==> src/rtl/one_wire_master_unit_defines.svh <==
// ----------------------------------------------------------------------------
// one_wire_master_unit_defines.svh
// Assertion macros for the one-wire bus master. They are empty in synthesis.
// ----------------------------------------------------------------------------
`ifndef ONE_WIRE_MASTER_UNIT_DEFINES_SVH
`define ONE_WIRE_MASTER_UNIT_DEFINES_SVH

`ifndef SYNTHESIS
// Implication checked at every clock edge outside reset.
`define OWM_ASSERT_IMPLY(lbl, ante, cons) \
	lbl: assert property (@(posedge clk) disable iff (!arst_n) (ante) |-> (cons)) \
		else $error("one-wire master implication check failed");
// Next-cycle implication.
`define OWM_ASSERT_NEXT(lbl, ante, cons) \
	lbl: assert property (@(posedge clk) disable iff (!arst_n) (ante) |=> (cons)) \
		else $error("one-wire master next-cycle check failed");
`else
`define OWM_ASSERT_IMPLY(lbl, ante, cons)
`define OWM_ASSERT_NEXT(lbl, ante, cons)
`endif

`endif

==> src/rtl/owm_pkg.sv <==
`timescale 1ns / 1ps
// ----------------------------------------------------------------------------
// owm_pkg
// Shared constants, codes and types of the one-wire bus master.
// ----------------------------------------------------------------------------
package owm_pkg;

	localparam int CFG_W           = 10;
	localparam int SLOT_W          = 4;
	localparam int CFG_IDX_W       = 3;
	localparam int TIMER_WIDTH_DEF = 10;
	localparam int PHASE_W         = 4;

	// phase codes
	localparam logic [PHASE_W-1:0] PH_IDLE      = 4'd0;
	localparam logic [PHASE_W-1:0] PH_RST_HIGH  = 4'd1;
	localparam logic [PHASE_W-1:0] PH_RST_LOW   = 4'd2;
	localparam logic [PHASE_W-1:0] PH_RST_WAIT  = 4'd3;
	localparam logic [PHASE_W-1:0] PH_RST_RECOV = 4'd4;
	localparam logic [PHASE_W-1:0] PH_SLOT_LOW  = 4'd5;
	localparam logic [PHASE_W-1:0] PH_WR_HOLD   = 4'd6;
	localparam logic [PHASE_W-1:0] PH_RD_WAIT   = 4'd7;
	localparam logic [PHASE_W-1:0] PH_RD_HOLD   = 4'd8;

	// command codes
	localparam logic [1:0] OP_RESET = 2'd0;
	localparam logic [1:0] OP_WRITE = 2'd1;
	localparam logic [1:0] OP_READ  = 2'd2;
	localparam logic [1:0] OP_NONE  = 2'd3;

	// register indexes
	localparam logic [CFG_IDX_W-1:0] REG_RESET_HIGH   = 3'd0;
	localparam logic [CFG_IDX_W-1:0] REG_RESET_LOW    = 3'd1;
	localparam logic [CFG_IDX_W-1:0] REG_PRESENCE     = 3'd2;
	localparam logic [CFG_IDX_W-1:0] REG_RECOVERY     = 3'd3;
	localparam logic [CFG_IDX_W-1:0] REG_SLOT_START   = 3'd4;
	localparam logic [CFG_IDX_W-1:0] REG_READ_SAMPLE  = 3'd5;
	localparam logic [CFG_IDX_W-1:0] REG_SLOT_HOLD    = 3'd6;

	// register reset values
	localparam logic [CFG_W-1:0]  RST_RESET_HIGH  = 10'd20;
	localparam logic [CFG_W-1:0]  RST_RESET_LOW   = 10'd480;
	localparam logic [CFG_W-1:0]  RST_PRESENCE    = 10'd60;
	localparam logic [CFG_W-1:0]  RST_RECOVERY    = 10'd420;
	localparam logic [SLOT_W-1:0] RST_SLOT_START  = 4'd2;
	localparam logic [SLOT_W-1:0] RST_READ_SAMPLE = 4'd2;
	localparam logic [CFG_W-1:0]  RST_SLOT_HOLD   = 10'd60;

	typedef struct packed {
		logic [CFG_W-1:0]  reset_high_ticks;
		logic [CFG_W-1:0]  reset_low_ticks;
		logic [CFG_W-1:0]  presence_wait_ticks;
		logic [CFG_W-1:0]  reset_recovery_ticks;
		logic [SLOT_W-1:0] slot_start_ticks;
		logic [SLOT_W-1:0] read_sample_ticks;
		logic [CFG_W-1:0]  slot_hold_ticks;
	} cfg_t;

	// phase timer status
	typedef struct packed {
		logic release_line;
		logic last;
	} ctl_t;

	typedef struct packed {
		logic       line_release;
		logic       busy;
		logic       done;
		logic [7:0] read_data;
		logic       no_device;
	} res_t;

endpackage

==> src/rtl/owm_timer.sv <==
`timescale 1ns / 1ps
// ----------------------------------------------------------------------------
// owm_timer
// Selects the phase length and line drive for the current phase and flags the
// last tick of the phase.
// ----------------------------------------------------------------------------
module owm_timer import owm_pkg::*; #(
	parameter int TIMER_WIDTH = TIMER_WIDTH_DEF
) (
	input  logic [PHASE_W-1:0]     phase,
	input  logic [TIMER_WIDTH-1:0] tick_count,
	input  logic                   hold_bit,
	input  cfg_t                   cfg,
	output ctl_t                   ctl
);

	localparam int CW = ((TIMER_WIDTH > CFG_W) ? TIMER_WIDTH : CFG_W) + 1;

	logic [CFG_W-1:0] raw;
	logic [CW-1:0]    ext;
	logic [CW-1:0]    lim;
	logic [CW-1:0]    len;
	logic [CW-1:0]    tick_inc;

	always_comb begin
		ctl.release_line = 1'b1;
		raw = cfg.slot_hold_ticks;
		case (phase)
			PH_RST_HIGH:  raw = cfg.reset_high_ticks;
			PH_RST_LOW: begin
				raw = cfg.reset_low_ticks;
				ctl.release_line = 1'b0;
			end
			PH_RST_WAIT:  raw = cfg.presence_wait_ticks;
			PH_RST_RECOV: raw = cfg.reset_recovery_ticks;
			PH_SLOT_LOW: begin
				raw = CFG_W'(cfg.slot_start_ticks);
				ctl.release_line = 1'b0;
			end
			PH_WR_HOLD: begin
				raw = cfg.slot_hold_ticks;
				ctl.release_line = hold_bit;
			end
			PH_RD_WAIT:   raw = CFG_W'(cfg.read_sample_ticks);
			default:      raw = cfg.slot_hold_ticks;
		endcase

		// zero acts as one tick; long lengths clip to the timer range
		ext = CW'(raw);
		lim = CW'(1) << TIMER_WIDTH;
		if (raw == '0) begin
			len = CW'(1);
		end else if (ext > lim) begin
			len = lim;
		end else begin
			len = ext;
		end
		tick_inc = CW'(tick_count) + CW'(1);
		ctl.last = (tick_inc >= len);
	end

endmodule

==> src/rtl/owm_core.sv <==
`timescale 1ns / 1ps
// ----------------------------------------------------------------------------
// owm_core
// Bus sequencer state and one-tick next-state logic. Produces the outputs of
// each tick from the registered input item.
// ----------------------------------------------------------------------------
module owm_core import owm_pkg::*; #(
	parameter int TIMER_WIDTH = TIMER_WIDTH_DEF
) (
	input  logic       clk,
	input  logic       arst_n,
	input  logic       step_en,
	input  logic       cmd_valid,
	input  logic [1:0] operation,
	input  logic [7:0] write_data,
	input  logic       line_level,
	input  cfg_t       cfg,
	output res_t       res
);

	logic [PHASE_W-1:0]     phase_q, ph0, phase_nx;
	logic [TIMER_WIDTH-1:0] tick_q, tick0, tick_nx;
	logic [2:0]             bit_q, bit0, bit_nx;
	logic [7:0]             shift_q, shift0, shift_nx;
	logic [1:0]             op_q, op0;
	logic                   presence_q, presence_nx;
	logic [7:0]             latch_q, latch_nx;
	logic                   start;
	logic                   slot_end;
	logic                   done;
	ctl_t                   ctl;

	// a command is taken only while idle; operation 3 is dropped
	always_comb begin
		start  = (phase_q == PH_IDLE) && cmd_valid && (operation != OP_NONE);
		ph0    = phase_q;
		tick0  = tick_q;
		bit0   = bit_q;
		shift0 = shift_q;
		op0    = op_q;
		if (start) begin
			op0   = operation;
			tick0 = '0;
			bit0  = '0;
			if (operation == OP_RESET) begin
				ph0 = PH_RST_HIGH;
			end else begin
				shift0 = (operation == OP_WRITE) ? write_data : 8'h00;
				ph0    = PH_SLOT_LOW;
			end
		end
	end

	owm_timer #(
		.TIMER_WIDTH (TIMER_WIDTH)
	) u_timer (
		.phase      (ph0),
		.tick_count (tick0),
		.hold_bit   (shift0[0]),
		.cfg        (cfg),
		.ctl        (ctl)
	);

	always_comb begin
		phase_nx    = ph0;
		tick_nx     = tick0;
		bit_nx      = bit0;
		shift_nx    = shift0;
		presence_nx = presence_q;
		latch_nx    = latch_q;
		slot_end    = 1'b0;
		done        = 1'b0;
		if (ph0 != PH_IDLE) begin
			if (!ctl.last) begin
				tick_nx = tick0 + TIMER_WIDTH'(1);
			end else begin
				tick_nx = '0;
				case (ph0)
					PH_RST_HIGH: phase_nx = PH_RST_LOW;
					PH_RST_LOW:  phase_nx = PH_RST_WAIT;
					PH_RST_WAIT: begin
						presence_nx = line_level;
						phase_nx    = PH_RST_RECOV;
					end
					PH_RST_RECOV: begin
						done     = 1'b1;
						phase_nx = PH_IDLE;
					end
					PH_SLOT_LOW: phase_nx = (op0 == OP_WRITE) ? PH_WR_HOLD : PH_RD_WAIT;
					PH_WR_HOLD: begin
						shift_nx = {1'b0, shift0[7:1]};
						slot_end = 1'b1;
					end
					PH_RD_WAIT: begin
						shift_nx = {line_level, shift0[7:1]};
						phase_nx = PH_RD_HOLD;
					end
					default: slot_end = 1'b1;
				endcase
				if (slot_end) begin
					if (bit0 == 3'd7) begin
						done     = 1'b1;
						phase_nx = PH_IDLE;
						bit_nx   = '0;
						if (op0 == OP_READ) begin
							latch_nx = shift_nx;
						end
					end else begin
						bit_nx   = bit0 + 3'd1;
						phase_nx = PH_SLOT_LOW;
					end
				end
			end
		end
	end

	always_comb begin
		res.line_release = (ph0 == PH_IDLE) ? 1'b1 : ctl.release_line;
		res.busy         = (ph0 != PH_IDLE);
		res.done         = done;
		res.read_data    = latch_nx;
		res.no_device    = presence_nx;
	end

	always_ff @(posedge clk or negedge arst_n) begin
		if (!arst_n) begin
			phase_q    <= PH_IDLE;
			tick_q     <= '0;
			bit_q      <= '0;
			shift_q    <= '0;
			op_q       <= OP_RESET;
			presence_q <= 1'b1;
			latch_q    <= '0;
		end else if (step_en) begin
			phase_q    <= phase_nx;
			tick_q     <= tick_nx;
			bit_q      <= bit_nx;
			shift_q    <= shift_nx;
			op_q       <= op0;
			presence_q <= presence_nx;
			latch_q    <= latch_nx;
		end
	end

endmodule

==> src/rtl/one_wire_master_unit.sv <==
`timescale 1ns / 1ps
// ----------------------------------------------------------------------------
// one_wire_master_unit
// One-wire bus master stepped one bus tick per transaction: reset/presence,
// write byte and read byte commands with programmable phase lengths.
// ----------------------------------------------------------------------------
//  channel | handshake            | payload
//  --------+----------------------+-----------------------------------------
//  in      | in_valid / in_ready  | cmd_valid, operation, write_data, line_level
//  out     | out_valid / out_ready| line_release, busy_res, done_res,
//          |                      | read_data, no_device
//  cfg     | cfg_we               | cfg_index, cfg_data
//
//  One tick per cycle unless the result side stalls: input register, one pass
//  of sequencer logic, result register.
//  The sequencer state advances when the input stage moves into the result
//  register, so a stall on the result side also holds the sequencer state.
//  Reset (arst_n) idles the bus and loads default lengths; the result register is not reset.
//  A stalled result holds the input stage; one more tick waits in it.
// ----------------------------------------------------------------------------
`include "one_wire_master_unit_defines.svh"

module one_wire_master_unit import owm_pkg::*; #(
	parameter int TIMER_WIDTH = TIMER_WIDTH_DEF
) (
	input  logic                 clk,
	input  logic                 arst_n,
	input  logic                 in_valid,
	output logic                 in_ready,
	input  logic                 cmd_valid,
	input  logic [1:0]           operation,
	input  logic [7:0]           write_data,
	input  logic                 line_level,
	output logic                 out_valid,
	input  logic                 out_ready,
	output logic                 line_release,
	output logic                 busy_res,
	output logic                 done_res,
	output logic [7:0]           read_data,
	output logic                 no_device,
	input  logic                 cfg_we,
	input  logic [CFG_IDX_W-1:0] cfg_index,
	input  logic [CFG_W-1:0]     cfg_data
);

	logic       valid_s1;
	logic       cmd_valid_s1;
	logic [1:0] operation_s1;
	logic [7:0] write_data_s1;
	logic       line_level_s1;
	logic       advance;
	logic       out_valid_q;
	res_t       res_nx, res_q;
	cfg_t       cfg_q;

	assign advance  = valid_s1 && (!out_valid_q || out_ready);
	assign in_ready = !valid_s1 || advance;

	always_ff @(posedge clk or negedge arst_n) begin
		if (!arst_n) begin
			valid_s1 <= 1'b0;
		end else if (in_ready) begin
			valid_s1 <= in_valid;
		end
	end

	always_ff @(posedge clk) begin
		if (in_valid && in_ready) begin
			cmd_valid_s1  <= cmd_valid;
			operation_s1  <= operation;
			write_data_s1 <= write_data;
			line_level_s1 <= line_level;
		end
	end

	always_ff @(posedge clk or negedge arst_n) begin
		if (!arst_n) begin
			cfg_q.reset_high_ticks     <= RST_RESET_HIGH;
			cfg_q.reset_low_ticks      <= RST_RESET_LOW;
			cfg_q.presence_wait_ticks  <= RST_PRESENCE;
			cfg_q.reset_recovery_ticks <= RST_RECOVERY;
			cfg_q.slot_start_ticks     <= RST_SLOT_START;
			cfg_q.read_sample_ticks    <= RST_READ_SAMPLE;
			cfg_q.slot_hold_ticks      <= RST_SLOT_HOLD;
		end else if (cfg_we) begin
			case (cfg_index)
				REG_RESET_HIGH:  cfg_q.reset_high_ticks     <= cfg_data;
				REG_RESET_LOW:   cfg_q.reset_low_ticks      <= cfg_data;
				REG_PRESENCE:    cfg_q.presence_wait_ticks  <= cfg_data;
				REG_RECOVERY:    cfg_q.reset_recovery_ticks <= cfg_data;
				REG_SLOT_START:  cfg_q.slot_start_ticks     <= cfg_data[SLOT_W-1:0];
				REG_READ_SAMPLE: cfg_q.read_sample_ticks    <= cfg_data[SLOT_W-1:0];
				REG_SLOT_HOLD:   cfg_q.slot_hold_ticks      <= cfg_data;
				default: ;
			endcase
		end
	end

	owm_core #(
		.TIMER_WIDTH (TIMER_WIDTH)
	) u_core (
		.clk        (clk),
		.arst_n     (arst_n),
		.step_en    (advance),
		.cmd_valid  (cmd_valid_s1),
		.operation  (operation_s1),
		.write_data (write_data_s1),
		.line_level (line_level_s1),
		.cfg        (cfg_q),
		.res        (res_nx)
	);

	always_ff @(posedge clk or negedge arst_n) begin
		if (!arst_n) begin
			out_valid_q <= 1'b0;
		end else if (advance) begin
			out_valid_q <= 1'b1;
		end else if (out_ready) begin
			out_valid_q <= 1'b0;
		end
	end

	always_ff @(posedge clk) begin
		if (advance) begin
			res_q <= res_nx;
		end
	end

	assign out_valid    = out_valid_q;
	assign line_release = res_q.line_release;
	assign busy_res     = res_q.busy;
	assign done_res     = res_q.done;
	assign read_data    = res_q.read_data;
	assign no_device    = res_q.no_device;

	// input side only stalls behind a held result
	`OWM_ASSERT_IMPLY(a_stall_cause, !in_ready, out_valid && !out_ready)
	// a finishing tick belongs to a command
	`OWM_ASSERT_IMPLY(a_done_busy, out_valid && done_res, busy_res)
	// the line is never pulled low while idle
	`OWM_ASSERT_IMPLY(a_idle_release, out_valid && !busy_res, line_release)
	// a stalled input stage is still there next cycle
	`OWM_ASSERT_NEXT(a_hold_s1, valid_s1 && !advance, valid_s1)

endmodule
==> config.mk <==
export PLATFORM = sky130hd
export DESIGN_NAME = one_wire_master_unit
export DESIGN_NICKNAME = d
export VERILOG_FILES = /design/src/rtl/owm_pkg.sv /design/src/rtl/owm_timer.sv /design/src/rtl/owm_core.sv /design/src/rtl/one_wire_master_unit.sv
export VERILOG_INCLUDE_DIRS = /design/src /design/src/rtl
export SDC_FILE = /design/constraint.sdc
export NUM_CORES = 1
export LEC_CHECK = 0
export ABC_AREA = 1
export BUFFER_PORTS_ARGS = -buffer_cell sky130_fd_sc_hd__buf_2
export CAP_MARGIN = 10
export CORE_MARGIN = 1.5
export CORE_UTILIZATION = 60
export DETAILED_ROUTE_END_ITERATION = 6
export GPL_ROUTABILITY_DRIVEN = 1
export HOLD_SLACK_MARGIN = 0.02
export MAX_ROUTING_LAYER = met4
export PLACE_DENSITY_LB_ADDON = 0.05
export SLEW_MARGIN = 5
export SYNTH_ARGS = -nofsm -noshare
export SYNTH_HDL_FRONTEND = slang
export SYNTH_HIERARCHICAL = 1
export SYNTH_SLANG_ARGS = --single-unit
==> constraint.sdc <==
create_clock -name clk -period 11.1 [get_ports clk]
set_input_delay 1.11 -clock clk [delete_from_list [all_inputs] [get_ports clk]]
set_output_delay 1.11 -clock clk [all_outputs]
set_load 0.02 [all_outputs]
==> reports/results.txt, run 1 <==
nets -> 987
hold path startpoint -> cfg_q[52]$_DFFE_PN1P_
main combinational cell family by area after synthesis -> simple AND/OR/NAND/NOR gates
switch share -> 41.9%
Die X -> 110 um
slowest stage delay, CP -> 0.61 ns
depth of the CTS H-tree -> 4
FMAX -> 206 MHz
drc violations -> 0
Via Count -> 6138
Worst Clk Skew -> 0.00600 ns
Max clock buf depth -> 2
design internal power -> 1.10 mW
critical-path cell list -> nor2_4 -> nand2_2 -> nor2_8 -> inv_4 -> nand2_1 -> inv_2 -> nor2_4 -> nand3_1 -> nand2_1 -> nor2_1 -> nand3_1 -> nor2_1 -> nand3_1 -> nand2_1 -> ha_1 -> nand2_1 -> nor3_1 -> nand4_1 -> nand3_1 -> nand2_1 -> nor2_2 -> nand3_1 -> and2_1
status -> complete, no violations
CTS tree -> yes
Switching Power -> 0.795 mW
I/O pins -> 44
Rel. slew slack -> 40.1%
XOR/XNOR Fraction of Synth Area -> 1.15%
layout cells sized above 1 -> 15.2%
Finished Cell Area -> 0.00770 mm2
Power Density -> 247 mW/mm2
unrepaired setup endpoints after global routing -> false
setup TNS -> 0 ns
crit end category -> flop
WP data arrival -> 5.04 ns
# fillers -> 923
Seq/Total Area, Yosys -> 45.8%
global-route wire length before repair -> 27700 um
leakage -> 3.90 nW
vias per std cell -> 5.60
CTS Root Cell -> clkbuf_16
flops & latches, synth -> 120
commonest non-fill, non-tap cells in the layout -> nand2_1, nand3_1, inv_1, dfrtp_1, nor2_1
final antenna diode count -> 0
Ys Warns -> 6
Clock Latency Late Sink -> 0.42 ns
Synth Area in Simple Gates -> 37.4%
Avg Inst Size Synth -> 7.62 um2
gr usage total -> 31.0%
drt pass-1 iters -> 5
antenna viol nets, final -> 0
wirelength, routed -> 16900 um
Initial Util -> 62.4%
Worst-path clk slew -> 0.06 ns
period utilization -> 43.8%
peak supply drop -> 0.174 mV
vias in the first global route -> 5889
grt total ovfl -> 0
Reg power frac -> 32.5%
Die H -> 110 um
clock buffer count from CTS -> 17
Final Setup Violations -> 0
# port buffers -> 43
WS Path Type -> reg -> reg
commonest non-fill, non-tap cell in the layout -> nand2_1
die area -> 0.0121 mm2
post-synthesis cell type count -> 40
area leader, netlist -> dfrtp_1
CTS Hold Bufs -> 0
Slew Limit Fails -> 0
detailed placement HPWL -> 11800 um
Synth top area share -> 27.3%
synthesized-area fraction occupied by adder cells -> 2.55%
placed cell area -> 0.00713 mm2
Reg area -> 0.00315 mm2
Max-Cap Viols -> 0
synthesized area -> 0.00688 mm2
Compound-Gate Fraction of Synth Area -> 5.24%
Buf/Inv on CP -> 2
Rows -> 38
initial antenna violation count -> 0
Comb pwr share -> 39.9%
CP max FO -> 28
Slowest-stage cell, CP -> dfrtp_1
largest net degree at the start of global routing -> 65
post-synthesis cell count -> 903
DRC violation total after the first TritonRoute iteration -> 464
TritonCTS sink count -> 120
Crit path max-delay family -> simple AND/OR/NAND/NOR gates
crit path launch -> u_core/phase_q[1]$_DFFE_PN0P_
RD Place Congestion -> 0.978
crit path launch type -> flop
reg-to-reg startpoint -> u_core/phase_q[1]$_DFFE_PN0P_
Fin. Hold Viols -> 0
Clock Power Share -> 27.6%
area of the multi-input gates -> 0.00320 mm2
mux cell area share after synthesis -> 0%
Area growth, synth to finish -> 11.8%
core area -> 0.0110 mm2
top cells by area, synth -> dfrtp_1, nand2_1, edfxtp_1
Worst-Margin Slew -> 0.894 ns
Routed WL per cell -> 15.4 um
Tightest Hold Check Type -> reg -> reg
min Tclk post-route -> 4.86 ns
synthesized net count -> 947
worst endpoint required time -> 11.27 ns
post-cts sizing count -> 0
post-CTS setup buffers -> 0
==> flip-flops by register name, summed over array words and instances, names as in the netlist, 2 cells and up <==
name and cells:
u_core/shift_q 8, u_core/bit_q 3, u_core/tick_q 10, cfg_q 58
read_data 8, write_data_s1 8, u_core/latch_q 8, u_core/phase_q 4
operation_s1 2, u_core/op_q 2
==> final cells by class <==
| cell class | count | share of cell area (%) |
|---|---|---|
| flip-flops and latches | 120 | 40.9 |
| repair buffers | 45 | 3.02 |
| clock buffers | 20 | 6.08 |
| well taps | 140 | 2.28 |
| multi-input cells | 661 | 41.6 |
| inverters | 98 | 4.81 |
| clock inverters | 12 | 1.30 |
==> metal layers <==
metal | up-vias | share of wire [%] | wire length, um | GRT usage, %
li1 | 2986 | - | - | -
met1 | 2895 | 42 | 7130 | 37.0
met2 | 219 | 50 | 8480 | 51.0
met3 | 38 | 5.0 | 843 | 6.35
met4 | 0 | 2.6 | 441 | 13.8
met5 | - | 0 | 0 | -
==> metrics by stage <==
step / std cells / power (mW) / hold WS, ns / setup WS (ns) / util (%)
final: 1096 / 1.90 / 0.463 / 6.24 / 69.8
after global routing: 1096 / 2.03 / 0.480 / 5.90 / 69.8
after CTS: 1096 / 1.89 / 0.463 / 6.33 / 69.8
after detailed placement: 1064 / 1.37 / 0.454 / 6.36 / 64.6
after global placement: 1064 / 1.34 / 0.454 / 6.61 / 64.6
after floorplan: 903 / 1.20 / 0.441 / 7.36 / -
==> cells by family after synthesis <==
| family | Yosys count |
|---|---|
| AOI/OAI and AO/OA | 64 |
| buffers and inverters | 122 |
| xor gates and xnor gates | 9 |
| DFF | 120 |
| adders and majority gates | 14 |
| and+or+nand+nor | 574 |
==> path summary, 6_finish.rpt <==
path                            slack [ns]                            end  cells after the start
worst min register to register        0.46          cfg_q[52]$_DFFE_PN1P_                      2
worst max register to register        6.24         read_data[5]$_DFFE_PP_                     23
min in group asynchronous             0.65  u_core/latch_q[4]$_DFFE_PN0P_                      1
max in group asynchronous             9.25          cfg_q[19]$_DFFE_PN0P_                      2
worst min-delay path                  0.46          cfg_q[52]$_DFFE_PN1P_                      2
worst max-delay path                  6.24         read_data[5]$_DFFE_PP_                     23
==> power by group through the flow <==
stage,clock network (mW),logic [mW],registers [mW]
detailed placement,0,0.744,0.621
finish,0.524,0.757,0.618
global placement,0,0.719,0.619
CTS,0.527,0.749,0.615
floorplan,0,0.600,0.601
global route,0.550,0.850,0.626
==> worst register-to-register path, stage by stage (launching register included) <==
cell and delay (ns):
dfrtp_1 0.61, nor2_4 0.25, nand2_2 0.12, nor2_8 0.34
inv_4 0.13, nand2_1 0.30, inv_2 0.12, nor2_4 0.31
nand3_1 0.16, nand2_1 0.11, nor2_1 0.05, nand3_1 0.12
nor2_1 0.06, nand3_1 0.07, nand2_1 0.06, ha_1 0.27
nand2_1 0.04, nor3_1 0.20, nand4_1 0.10, nand3_1 0.18
nand2_1 0.14, nor2_2 0.45, nand3_1 0.22, and2_1 0.22
==> cells in the mapped netlist, drive strengths merged <==
| library cell | instances |
|---|---|
| and2 | 8 |
| o21ai | 36 |
| xor2 | 7 |
| nand4 | 8 |
| o32ai | 1 |
| o221ai | 7 |
| a21boi | 1 |
| nand3 | 123 |
| o22ai | 2 |
| inv | 97 |
| o211ai | 2 |
| xnor2 | 2 |
| nor3 | 7 |
| a21oi | 15 |
| clkbuf | 6 |
| or2 | 2 |
| nor4 | 1 |
| ha | 14 |
| dfstp | 21 |
| clkinv | 1 |
| buf | 18 |
| edfxtp | 24 |
| nand3b | 2 |
| nand2 | 354 |
| nor2 | 69 |
| dfrtp | 75 |
No activity file was read; power rests on OpenSTA's default activity.
==> run 2, diff against run 1 <==
==> constraint.sdc (replaced) <==
create_clock -name clk -period 5 [get_ports clk]
set_input_delay 0.5 -clock clk [delete_from_list [all_inputs] [get_ports clk]]
set_output_delay 0.5 -clock clk [all_outputs]
set_load 0.02 [all_outputs]
==> run 2 against run 1 <==
Against the previous run: register-to-register slack got worse by 5.7 ns; largest power group unchanged; worst hold slack worse by 0.38 ns; via count fell by 0.60%.
==> reports/results.txt, run 2 (synthesized netlist as in run 1, its figures left out) <==
vias per std cell -> 5.56 (was 5.60)
# fillers -> 921 (was 923)
worst endpoint required time -> 5.17 ns (was 11.27 ns)
I/O pins -> 44 (unchanged)
# port buffers -> 43 (unchanged)
CP max FO -> 28 (unchanged)
Slew Limit Fails -> 0 (unchanged)
grt total ovfl -> 0 (unchanged)
final antenna diode count -> 0 (unchanged)
Via Count -> 6101 (was 6138)
vias in the first global route -> 5841 (was 5889)
setup TNS -> 0 ns (unchanged)
gr usage total -> 31.1% (was 31.0%)
CTS Root Cell -> clkbuf_16 (unchanged)
Initial Util -> 62.4% (unchanged)
RD Place Congestion -> 0.982 (was 0.978)
unrepaired setup endpoints after global routing -> false (unchanged)
Max clock buf depth -> 2 (unchanged)
die area -> 0.0121 mm2 (unchanged)
nets -> 989 (was 987)
crit path launch type -> flop (unchanged)
Tightest Hold Check Type -> in -> async (was reg -> reg)
min Tclk post-route -> 4.48 ns (was 4.86 ns)
FMAX -> 223 MHz (was 206 MHz)
commonest non-fill, non-tap cells in the layout -> nand2_1, nand3_1, inv_1, dfrtp_1, nor2_1 (unchanged)
Die X -> 110 um (unchanged)
commonest non-fill, non-tap cell in the layout -> nand2_1 (unchanged)
TritonCTS sink count -> 120 (unchanged)
initial antenna violation count -> 0 (unchanged)
Routed WL per cell -> 15.1 um (was 15.4 um)
global-route wire length before repair -> 28000 um (was 27700 um)
Top reg by flops -> cfg_q (unchanged)
drc violations -> 0 (unchanged)
Worst Clk Skew -> 0.00565 ns (was 0.00600 ns)
Power Density -> 545 mW/mm2 (was 247 mW/mm2)
Die H -> 110 um (unchanged)
wirelength, routed -> 16600 um (was 16900 um)
depth of the CTS H-tree -> 4 (unchanged)
WP data arrival -> 4.65 ns (was 5.04 ns)
detailed placement HPWL -> 11700 um (was 11800 um)
Worst-Margin Slew -> 0.898 ns (was 0.894 ns)
clock buffer count from CTS -> 17 (unchanged)
Area growth, synth to finish -> 12.0% (was 11.8%)
Crit path top cell by count -> nand2_1
WS Path Type -> reg -> reg (unchanged)
peak supply drop -> 0.396 mV (was 0.174 mV)
period utilization -> 89.7% (was 43.8%)
Regs by FF count -> cfg_q x58, u_core/tick_q x10 (unchanged)
Rows -> 38 (unchanged)
Max-Cap Viols -> 0 (unchanged)
layout cells sized above 1 -> 15.1% (was 15.2%)
Final Setup Violations -> 0 (unchanged)
slowest stage delay, CP -> 0.52 ns (was 0.61 ns)
post-route non-filler standard cell count -> 1098 (was 1096)
Rel. slew slack -> 39.7% (was 40.1%)
max reg flops -> 58 (unchanged)
Worst-path clk slew -> 0.05 ns (was 0.06 ns)
crit end category -> flop (unchanged)
Clock Latency Late Sink -> 0.42 ns (about the same)
Fin. Hold Viols -> 0 (unchanged)
antenna viol nets, final -> 0 (unchanged)
post-CTS setup buffers -> 0 (unchanged)
post-route setup slack -> 0.516 ns (was 6.24 ns)
total placed cells including tap cells -> 1066 (was 1064)
core area -> 0.0110 mm2 (unchanged)
drt pass-1 iters -> 5 (unchanged)
status -> complete, no violations (unchanged)
DRC violation total after the first TritonRoute iteration -> 469 (was 464)
Slowest-stage cell, CP -> dfrtp_1 (unchanged)
leakage -> 3.93 nW (was 3.90 nW)
CTS tree -> yes (unchanged)
largest net degree at the start of global routing -> 54 (was 65)
pre-CTS WS -> 0.419 ns (was 6.36 ns)
run 2: cell count changes in the layout (fill, tap and decap cells not counted), sizes merged:
cell      change
inv           +1
clkbuf        +4
buf           +2
clkinvlp      -5
run 2: metrics by stage:
step | utilization [%] | total power [mW] | hold slack, ns | area (um2)
6_report | 69.9 | 4.20 | 0.0875 | 7710
5_1_grt | 69.9 | 4.52 | 0.135 | 7710
4_1_cts | 69.8 | 4.20 | 0.101 | 7700
3_5_place_dp | 64.8 | 3.03 | 0.456 | 7140
3_3_place_gp | 64.8 | 2.99 | 0.454 | 7140
2_1_floorplan | - | 2.67 | 0.204 | 6880
run 2: path summary, 6_finish.rpt:
path                                               start  slack (ns)  cells after the start                             to
max                        u_core/phase_q[3]$_DFFE_PN0P_        0.52                     25         read_data[5]$_DFFE_PP_
min                                               arst_n        0.09                      1  u_core/latch_q[2]$_DFFE_PN0P_
max reg2reg                u_core/phase_q[3]$_DFFE_PN0P_        0.52                     25         read_data[5]$_DFFE_PP_
min reg2reg                        cfg_q[52]$_DFFE_PN1P_        0.46                      2          cfg_q[52]$_DFFE_PN1P_
max in group asynchronous                         arst_n        3.83                      2          cfg_q[22]$_DFFE_PN0P_
min in group clk                           write_data[6]        0.26                      1     write_data_s1[6]$_DFFE_PP_
run 2: where the power goes:
group | internal, mW | total, mW | switching (mW)
Clock | 0.730 | 1.15 | 0.423
Combinational | 0.529 | 1.70 | 1.17
Sequential | 1.22 | 1.35 | 0.133
run 2: metal layers:
| layer | up-vias | global-route usage (%) | wire (um) |
|---|---|---|---|
| met1 | 2915 | 36.0 | 6940 |
| met3 | 27 | 6.47 | 859 |
| met2 | 182 | 53.7 | 8500 |
| met4 | 0 | 10.9 | 280 |
| met5 | - | - | 0 |
| li1 | 2977 | - | - |
run 2: worst max-delay path: cells and delay by family, from the launching register on:
kind / cells / cell delay, ns
DFF: 1 / 0.52
adders and majority gates: 1 / 0.27
and+or+nand+nor: 22 / 3.20
buffers and inverters: 2 / 0.23
run 2: area by class of cell:
type / instances / area, um2 / share of cell area (%)
multi-input combinational: 661 / 3210 / 41.6
sequential: 120 / 3150 / 40.9
clock buffer: 24 / 492 / 6.38
inverter: 98 / 370 / 4.80
timing repair buffer: 47 / 248 / 3.21
tap: 140 / 175 / 2.27
clock inverter: 8 / 68.8 / 0.893
run 2: what timing repair did:
item / 4_1_cts / 5_1_grt
resized for setup: 0 / 1
hold buffers: 0 / 0
endpoints found under the setup margin: 0 / 7
